**src/design/assert_macros.svh**
```systemverilog
// Assertion macros shared by the memo table design.
// Included by files that carry concurrent checks.
`ifndef ASSERT_MACROS_SVH
`define ASSERT_MACROS_SVH

// implication checked each clock, disabled in reset
`define ASSERT_IMP(label, clk, rst_n, a, c) \
  label: assert property (@(posedge clk) disable iff (!rst_n) (a) |-> (c)) \
    else $error("assertion failed");

// next-cycle implication checked each clock, disabled in reset
`define ASSERT_NXT(label, clk, rst_n, a, c) \
  label: assert property (@(posedge clk) disable iff (!rst_n) (a) |=> (c)) \
    else $error("assertion failed");

`endif

```
**src/design/hmt_ram.sv**
```systemverilog
// Generic single-port-write, single-read RAM with registered read data.
// No dependencies.
`timescale 1ns / 1ps
module hmt_ram #(
  parameter int Width = 8,
  parameter int Depth = 16
) (
  input  logic                     clk,
  input  logic                     we,
  input  logic [$clog2(Depth)-1:0] waddr,
  input  logic [Width-1:0]         wdata,
  input  logic [$clog2(Depth)-1:0] raddr,
  output logic [Width-1:0]         rdata
);
  logic [Width-1:0] mem [Depth];

  always_ff @(posedge clk) begin
    if (we) begin
      mem[waddr] <= wdata;
    end
    rdata <= mem[raddr];
  end
endmodule

```
**config.mk**
```make
export PLATFORM = sky130hd
export DESIGN_NAME = hmt_ram
export DESIGN_NICKNAME = d
export VERILOG_FILES = /design/src/design/assert_macros.svh /design/src/design/hmt_ram.sv
export SDC_FILE = /design/constraint.sdc
export NUM_CORES = 1
export LEC_CHECK = 0
export BUFFER_PORTS_ARGS = -buffer_cell sky130_fd_sc_hd__buf_2
export CORE_ASPECT_RATIO = 0.5
export CORE_MARGIN = 8
export CORE_UTILIZATION = 65
export DETAILED_ROUTE_END_ITERATION = 8
export GPL_TIMING_DRIVEN = 0
export PLACE_DENSITY = 0.84
export SYNTH_ARGS = -nofsm -noshare
export SYNTH_HDL_FRONTEND = slang
export SYNTH_SLANG_ARGS = --single-unit
```
**constraint.sdc**
```tcl
create_clock -name clk -period 2.4 [get_ports clk]
set_input_delay 0.12 -clock clk [delete_from_list [all_inputs] [get_ports clk]]
set_output_delay 0.12 -clock clk [all_outputs]
set_load 0.01 [all_outputs]
```
==> results of run 1 <==
power breakdown:
part	switching, mW	leakage (nW)	internal (mW)	total [mW]
registers	0.0182	1.22	2.66	2.67
logic	0.163	0.516	0.105	0.268
clock network	0.978	0.324	2.04	3.02
final timing paths:
path,cells after the start,slack (ns),startpoint,endpoint
min,1,0.11,wdata[4],mem[15][4]
min reg2reg,3,0.68,mem[7][2],rdata[2]
max reg2reg,3,0.74,mem[9][3],rdata[3]
max,3,0.64,waddr[2],mem[0][2]
cell type report:
type,instances,area [um2]
Buffer,10,86.33
Clock inverter,15,255.2
Clock buffer,17,425.4
Tap cell,112,140.1
Timing Repair Buffer,24,120.1
Multi-Input combinational cell,83,1062
Fill cell,389,1734
Sequential cell,136,4004
metal layers:
metal	routed length [um]	vias up	share of wire [%]	track usage, %
met3	981	28	8.4	7.177
li1	-	1065	-	-
met1	4676	1371	40	28.08
met4	323	0	2.8	9.989
met2	5657	163	49	34.81
met5	0	-	0	0
worst max-delay path: stages:
cell and delay (ns):
sky130_fd_sc_hd__buf_2 0.12, sky130_fd_sc_hd__or3b_2 0.53, sky130_fd_sc_hd__nor3_1 1.01
flip-flops by register name (all words and copies together) (netlist names):
signal,count
rdata,8
mem,128
cell families (layout without fill, tap and decap cells):
kind of cell	after synthesis	count (layout)
simple gates	35	35
compound gates	16	16
buf+inv	10	66
flops	136	136
mux	32	32
cell usage after synthesis (all sizes together):
library cell and number:
nor2b 1, clkdlybuf4s25 3, buf 7, edfxtp 128
nand3b 2, or3b 1, nor3 4, mux4 32
nand2 9, dfxtp 8, nand3 1, and2 1
nand2b 2, and2b 1, nor2 13, a22oi 16
layout by cell type (no fill, tap or decap), types with 7 or more instances in the layout:
cell type / synthesis / routed
sky130_fd_sc_hd__clkbuf_16: 0 / 17
sky130_fd_sc_hd__nor2_1: 13 / 13
sky130_fd_sc_hd__a22oi_1: 16 / 16
sky130_fd_sc_hd__mux4_1: 14 / 14
sky130_fd_sc_hd__edfxtp_1: 128 / 128
sky130_fd_sc_hd__bufinv_16: 0 / 7
sky130_fd_sc_hd__buf_2: 3 / 27
sky130_fd_sc_hd__nand2_1: 9 / 9
sky130_fd_sc_hd__dfxtp_1: 8 / 8
sky130_fd_sc_hd__mux4_2: 18 / 18
stage by stage:
stage / hold WS (ns) / util, % / power [mW] / instances
6_report: 0.1102 / 77.85 / 5.959 / 397
5_1_grt: 0.1116 / 77.85 / 6.096 / 397
2_1_floorplan: 0.2189 / - / 2.858 / 229
4_1_cts: 0.09465 / 77.78 / 5.963 / 397
3_3_place_gp: 0.5050 / 69.09 / 2.960 / 365
3_5_place_dp: 0.5193 / 69.09 / 2.981 / 365
==> metrics.json, run 1 <==
{
  "outcome": "finished, final reports clean",
  "critical_path_arrival_ns": 1.78,
  "synth.yosys.seq_area_share_pct": 77.78,
  "synth.top_cell.area_share_pct": 74.67,
  "criticalPathCategory": "primary input to flip-flop",
  "avgViaCountPerCell": 6.617,
  "powerDensity_nw_per_um2": 978.0,
  "postCtsResizedCells": 0,
  "setup.worst_path.end_class": "flip-flop",
  "max_slew_margin_pct": 9.997,
  "setup_ws_ns": 0.6390,
  "synth_seq_cells": 136,
  "grt_start_max_net_pins": 17,
  "ys_warn_count": 0,
  "worst_ir_drop_vdd_uv": 787.9,
  "synth.area.top_cells": "sky130_fd_sc_hd__edfxtp_1 75%, sky130_fd_sc_hd__mux4_2 7.9%, sky130_fd_sc_hd__mux4_1 7.1%, sky130_fd_sc_hd__dfxtp_1 3.1%, sky130_fd_sc_hd__a22oi_1 2.3%",
  "clk_pin_slew_worst_paths_ns": 0.06,
  "routed_wirelength_um": 11640,
  "placement.setup.worst_slack_ns": 0.2307,
  "element_type_at_the_critical_path_start": "primary input",
  "final_net_count": 290,
  "dpl-instance-area_um2": 5408,
  "dpl.hpwl_um": 6812,
  "drv_cap": 0,
  "rsz_0062_raised_after_global_routing": "false",
  "synth_cell_types": 19,
  "postCtsHoldBufs": 0,
  "tritoncts": "built",
  "cts.repair_timing.setup_buffer_count": 0,
  "min-delay-path-class": "primary input to flip-flop",
  "syn-mean-instance-area_um2": 22.48,
  "timing.setup.tns_ns": 0,
  "period_needed_ns": 1.761,
  "synth_top_cell_by_area": "sky130_fd_sc_hd__edfxtp_1",
  "report.final.hold_viol_count": 0,
  "chipHeight_um": 78.93,
  "detail_route.wl_per_cell_um": 29.31,
  "timing.final.max_slew_violations": 0,
  "timing.clock.skew_ns": 0.006103,
  "post_synthesis_adder_cell_area_fraction_pct": 0,
  "finish.instance_area_um2": 6093,
  "largest_family_of_logic_cells_by_synthesized_area": "multiplexers",
  "static-leakage-power_nw": 2.064,
  "synth_simple_gate_area_share_pct": 3.184,
  "cts_buf_count": 17,
  "grtUsageTotal_pct": 22.12,
  "fraction_of_the_mapped_netlist_area_in_compound_gates_pct": 2.333,
  "insertedDiodeCount": 0,
  "clock_latency_ns": 0.41,
  "top_level_ports": 26,
  "numClockSinks": 136,
  "crit_path_max_fanout": 8,
  "core-area_um2": 7828,
  "post_synth_xor_area_fraction_pct": 0,
  "rows": 23,
  "dr_total_vias": 2627,
  "grt_pass1_wl_um": 17160,
  "clock_path_buffers": 2,
  "detail-route-antenna-nets": 0,
  "max_freq_mhz": 567.9,
  "synth_fp_nets": 247,
  "place_congestion": 0.7655,
  "cts.root.buffer_cell": "sky130_fd_sc_hd__clkbuf_16",
  "initial_antenna_violation_count": 0,
  "die_area_um2": 11200,
  "first_pass_iters": 5,
  "clock_tree.htree_level_count": 4,
  "yosys-mux-area-fraction_pct": 15.02,
  "netlist_area_um2": 5147,
  "vias_in_the_first_global_route": 2655,
  "post_route_cells_drive_above_1_share_pct": 29.47,
  "1st_iter_drt_viols": 340,
  "numPortBuffers": 24,
  "gr-total-overflow": 0,
  "die_x_um": 141.9,
  "timing_worst_slew_pin_value_ns": 1.340,
  "critPathRequiredTime_ns": 2.42,
  "dr_drc_count": 0,
  "initial_core_util_pct": 65.76,
  "netlist_instances": 229,
  "areaGrowthSynthToFinish_pct": 18.38,
  "post-route-period-util_pct": 73.38,
  "timing.final.setup_violations": 0
}
Note: power is estimated with default switching activity, not from simulation.
==> inputs of run 2 (changes only) <==
--- a/config.mk
+++ b/config.mk
@@ -8,10 +8,10 @@
 export BUFFER_PORTS_ARGS = -buffer_cell sky130_fd_sc_hd__buf_2
 export CORE_ASPECT_RATIO = 0.5
 export CORE_MARGIN = 8
-export CORE_UTILIZATION = 65
+export CORE_UTILIZATION = 54
 export DETAILED_ROUTE_END_ITERATION = 8
 export GPL_TIMING_DRIVEN = 0
-export PLACE_DENSITY = 0.84
+export PLACE_DENSITY = 0.74
 export SYNTH_ARGS = -nofsm -noshare
 export SYNTH_HDL_FRONTEND = slang
 export SYNTH_SLANG_ARGS = --single-unit
==> constraint.sdc (replaced) <==
create_clock -name clk -period 1.5 [get_ports clk]
set_input_delay 0.075 -clock clk [delete_from_list [all_inputs] [get_ports clk]]
set_output_delay 0.075 -clock clk [all_outputs]
set_load 0.01 [all_outputs]
==> run 2 against run 1 <==
The run now ends with negative setup slack left; global-route usage down 5.8 points; clock skew barely moved; non-clock buffer count grew 1; clock power is 41% higher; flip-flop and latch count did not move; worst hold slack lost 0.061 ns; cell area fell by 0.51%; register-to-register slack got worse by 0.75 ns; critical path type is now flip-flop to flip-flop; largest cell class unchanged; highest routed layer unchanged.
==> metrics.json, run 2 (synthesized netlist as in run 1, its figures left out) <==
{
  "outcome": "finished, violations left",
  "violations": "negative setup slack",
  "cts.repair_timing.setup_buffer_count": 0,
  "grt_pass1_wl_um": 15170,
  "worst_ir_drop_vdd_uv": 928.6,
  "timing.final.setup_violations": 2,
  "min_from": "wdata[5]",
  "smallest_hold_slack_ns": 0.04966,
  "reg2reg_launch_point": "mem[0][7]",
  "placement.setup.worst_slack_ns": -0.3137,
  "timing.clock.skew_ns": 0.006097,
  "cts.root.buffer_cell": "sky130_fd_sc_hd__clkbuf_16",
  "n_fill_cell": 571,
  "chipHeight_um": 85.04,
  "numPortBuffers": 24,
  "dpl.hpwl_um": 6399,
  "clock_tree.htree_level_count": 4,
  "crit_path_start": "mem[0][7]",
  "largest_reg_flops": 128,
  "clock_path_buffers": 2,
  "1st_iter_drt_viols": 286,
  "max_flop_register": "mem",
  "placed_cells_incl_taps": 374,
  "first_pass_iters": 4,
  "timing.final.max_slew_violations": 0,
  "max_slew_margin_pct": 15.04,
  "grtUsageTotal_pct": 16.32,
  "tritoncts": "built",
  "die_area_um2": 13100,
  "postCtsHoldBufs": 0,
  "timing_worst_slew_pin_value_ns": 1.265,
  "cts_buf_count": 17,
  "final-instance-count-excl-fill": 407,
  "numClockSinks": 136,
  "clock_latency_ns": 0.40,
  "powerDensity_nw_per_um2": 1479,
  "dr_drc_count": 0,
  "setup.worst_path.end_class": "flip-flop",
  "avgViaCountPerCell": 5.985,
  "crit_path_max_fanout": 1,
  "initial_antenna_violation_count": 0,
  "commonest_non_fill_non_tap_cell_in_the_layout": "sky130_fd_sc_hd__edfxtp_1",
  "setup_ws_ns": -0.005287,
  "initial_core_util_pct": 55.04,
  "insertedDiodeCount": 0,
  "post-route-period-util_pct": 100.4,
  "rsz_0062_raised_after_global_routing": "false",
  "top_regs": "mem (128), rdata (8)",
  "clk_pin_slew_worst_paths_ns": 0.06,
  "vias_in_the_first_global_route": 2521,
  "grt_start_max_net_pins": 17,
  "drv_cap": 0,
  "routed_wirelength_um": 10150,
  "dr_total_vias": 2436,
  "place_congestion": 0.7989,
  "min-delay-path-class": "primary input to flip-flop",
  "final_net_count": 291,
  "post_route_cells_drive_above_1_share_pct": 30.07,
  "mostFrequentLayoutCells": "128 x sky130_fd_sc_hd__edfxtp_1, 27 x sky130_fd_sc_hd__buf_2, 18 x sky130_fd_sc_hd__mux4_2, 17 x sky130_fd_sc_hd__clkbuf_16",
  "core-area_um2": 9353,
  "criticalPathCategory": "flip-flop to flip-flop",
  "postCtsResizedCells": 2,
  "report.power.total_mw": 8.968,
  "gr-total-overflow": 0,
  "die_x_um": 154.1,
  "static-leakage-power_nw": 2.045,
  "max_freq_mhz": 664.3,
  "critical_path_arrival_ns": 1.78,
  "areaGrowthSynthToFinish_pct": 17.77,
  "critPathRequiredTime_ns": 1.77,
  "period_needed_ns": 1.505,
  "top_level_ports": 26,
  "element_type_at_the_critical_path_start": "flip-flop",
  "timing.setup.tns_ns": -0.006075,
  "detail_route.wl_per_cell_um": 24.95,
  "detail-route-antenna-nets": 0,
  "rows": 25,
  "report.final.hold_viol_count": 0
}
[run 2: path summary, 6_finish.rpt]
kind              cells after the start  slack, ns    endpoint
setup reg to reg                      3     -0.005    rdata[7]
hold / removal                        1       0.05  mem[12][5]
hold reg to reg                       3       0.69    rdata[2]
setup / recovery                      3     -0.005    rdata[7]
[run 2: worst max-delay path: stages, from the launching register on]
cell	delay, ns
sky130_fd_sc_hd__edfxtp_1	0.37
sky130_fd_sc_hd__mux4_2	0.47
sky130_fd_sc_hd__a22oi_1	0.42
sky130_fd_sc_hd__nand2_1	0.11
[run 2: power breakdown]
group	internal [mW]	switching, mW	leakage (nW)
clock	2.83	1.44	0.299
sequential	4.25	0.0232	1.22
combinational	0.171	0.248	0.522
total	7.25	1.71	2.05
[run 2: final cells by class]
type                       instances  area (um2)  share of cell area (%)
timing repair buffer              25       127.6                   2.105
sequential                       136        4004                   66.05
tap                              121       151.4                   2.497
clock buffer                      25       505.5                   8.339
buffer                            10       86.33                   1.424
clock inverter                     7       115.1                   1.899
multi-input combinational         83        1072                   17.69
[run 2: metal layers]
layer	GRT usage (%)	vias up	share of wire [%]
li1	-	1062	-
met1	20.36	1250	41
met2	26.52	111	51
met3	4.257	13	6.7
met4	7.679	0	1.8
met5	0	-	0
[run 2: per-stage QoR]
stage / cell area, um2 / util [%]
global placement: 5424 / 57.99
floorplan: 5152 / -
detailed placement: 5424 / 57.99
finish: 6062 / 64.82
global route: 6062 / 64.82
CTS: 6055 / 64.74
==> inputs of run 3 (changes only) <==
==> constraint.sdc (replaced) <==
create_clock -name clk -period 1.5 [get_ports clk]
set_input_delay 0.15 -clock clk [delete_from_list [all_inputs] [get_ports clk]]
set_output_delay 0.15 -clock clk [all_outputs]
set_load 0.01 [all_outputs]
==> run 3 against run 2 <==
Final cell count did not move; flip-flop and latch count did not move; sequential share of layout area fell by 0.11 points; clock skew fell by 0.0018 ns; cell area rose by 0.17%; maximum frequency fell by 1.1%; highest routed layer unchanged; sequential power barely moved; the run still ends with negative setup slack left; utilization rose by 0.11 points.
==> metrics.json, run 3 (synthesized netlist as in run 1, its figures left out) <==
{
  "outcome": "finished, violations left",
  "violations": "negative setup slack",
  "detail_route.wl_per_cell_um": 25.00,
  "core-area_um2": 9353,
  "crit_path_max_fanout": 1,
  "rsz_0062_raised_after_global_routing": "false",
  "p_int_mw": 7.255,
  "post-route-period-util_pct": 101.4,
  "rows": 25,
  "clk_network_pwr_share_pct": 47.7,
  "cts.root.buffer_cell": "sky130_fd_sc_hd__clkbuf_16",
  "chipHeight_um": 85.04,
  "vias_in_the_first_global_route": 2521,
  "static-leakage-power_nw": 2.048,
  "top_regs": "mem (128), rdata (8)",
  "insertedDiodeCount": 0,
  "dpl.hpwl_um": 6399,
  "postCtsHoldBufs": 0,
  "criticalPathCategory": "flip-flop to flip-flop",
  "min-delay-path-class": "primary input to flip-flop",
  "top_level_ports": 26,
  "timing.final.max_slew_violations": 0,
  "routed_wirelength_um": 10180,
  "critPathRequiredTime_ns": 1.77,
  "1st_iter_drt_viols": 291,
  "numClockSinks": 136,
  "timing.final.setup_violations": 1,
  "max_slew_margin_pct": 46.01,
  "final_net_count": 291,
  "cpPeakStageDelay_ns": 0.48,
  "timing_worst_slew_pin_value_ns": 0.8068,
  "period_needed_ns": 1.521,
  "areaGrowthSynthToFinish_pct": 17.96,
  "critical_path_buf_inv_count": 0,
  "clock_tree.htree_level_count": 4,
  "drv_cap": 0,
  "dr_drc_count": 0,
  "powerDensity_nw_per_um2": 1477,
  "comb_power_share_pct": 4.7,
  "gr-total-overflow": 0,
  "timing.setup.tns_ns": -0.02141,
  "die_x_um": 154.1,
  "dr_total_vias": 2436,
  "placement.setup.worst_slack_ns": -0.3887,
  "worst_ir_drop_vdd_uv": 930.9,
  "max_flop_register": "mem",
  "post_route_cells_drive_above_1_share_pct": 30.77,
  "avgViaCountPerCell": 5.985,
  "report.power.total_mw": 8.970,
  "commonest_non_fill_non_tap_cell_in_the_layout": "sky130_fd_sc_hd__edfxtp_1",
  "switching_power_mw": 1.715,
  "place_congestion": 0.7989,
  "die_area_um2": 13100,
  "largest_reg_flops": 128,
  "element_type_at_the_critical_path_start": "flip-flop",
  "timing.clock.skew_ns": 0.004322,
  "clock_latency_ns": 0.40,
  "initial_core_util_pct": 55.04,
  "initial_antenna_violation_count": 0,
  "mostFrequentLayoutCells": "128 x sky130_fd_sc_hd__edfxtp_1, 27 x sky130_fd_sc_hd__buf_2, 18 x sky130_fd_sc_hd__mux4_2, 17 x sky130_fd_sc_hd__clkbuf_16",
  "grt_start_max_net_pins": 17,
  "report.final.hold_viol_count": 0,
  "numPortBuffers": 24,
  "grt_pass1_wl_um": 15170,
  "detail-route-antenna-nets": 0,
  "pwr-share-seq_pct": 47.7,
  "path_cells": "mux4_2 -> a22oi_1 -> nand2_1",
  "cts_buf_count": 17,
  "clock_path_buffers": 2,
  "cts.repair_timing.setup_buffer_count": 0,
  "setup.worst_path.end_class": "flip-flop",
  "clk_pin_slew_worst_paths_ns": 0.06,
  "critPathSlowestCell": "sky130_fd_sc_hd__mux4_2",
  "first_pass_iters": 4,
  "switching_share_pct": 19.12,
  "setup_ws_ns": -0.02141,
  "critPathTopFamily": "multiplexers",
  "tritoncts": "built",
  "grtUsageTotal_pct": 16.32,
  "critical_path_arrival_ns": 1.79,
  "n_fill_cell": 572,
  "max_freq_mhz": 657.3
}
==> run 3: power groups by stage <==
stage | Sequential [mW] | Clock [mW] | Combinational, mW
floorplan | 4.36 | 0 | 0.216
global placement | 4.34 | 0 | 0.400
detailed placement | 4.35 | 0 | 0.413
CTS | 4.28 | 4.31 | 0.420
global route | 4.28 | 4.46 | 0.446
finish | 4.27 | 4.28 | 0.420
==> run 3: stage by stage <==
step	hold slack (ns)	util, %	area, um2	std cells
after global placement	0.5302	57.99	5424	374
final	0.1300	64.92	6072	407
after detailed placement	0.5472	57.99	5424	374
after CTS	0.1219	64.74	6055	406
after global routing	0.1189	64.92	6072	407
after floorplan	0.2489	-	5152	229
==> run 3: timing repair <==
item                                    4_1_cts  5_1_grt
resized for setup                             2        2
cloned                                        0        0
endpoints found under the setup margin        2       16
==> run 3: final timing paths <==
path	start	to	slack, ns	depth (start not counted)
max	mem[0][7]	rdata[7]	-0.02	3
min	wdata[5]	mem[12][5]	0.13	1
max reg2reg	mem[0][7]	rdata[7]	-0.02	3
min reg2reg	mem[15][2]	rdata[2]	0.68	3
==> run 3: layer usage <==
| metal | track usage, % | up-vias | share of wire, % |
|---|---|---|---|
| li1 | - | 1062 | - |
| met1 | 20.36 | 1264 | 42 |
| met2 | 26.52 | 96 | 51 |
| met4 | 7.679 | 0 | 1.8 |
| met3 | 4.257 | 14 | 5.6 |
| met5 | 0 | - | 0 |
==> run 3: cell type report <==
type                       instances  area [um2]  area share, %
sequential                       136        4004          65.94
buffer                            10       86.33          1.422
clock buffer                      25       505.5          8.325
tap                              121       151.4          2.493
timing repair buffer              25       127.6          2.102
multi-input combinational         83        1082          17.82
clock inverter                     7       115.1          1.896
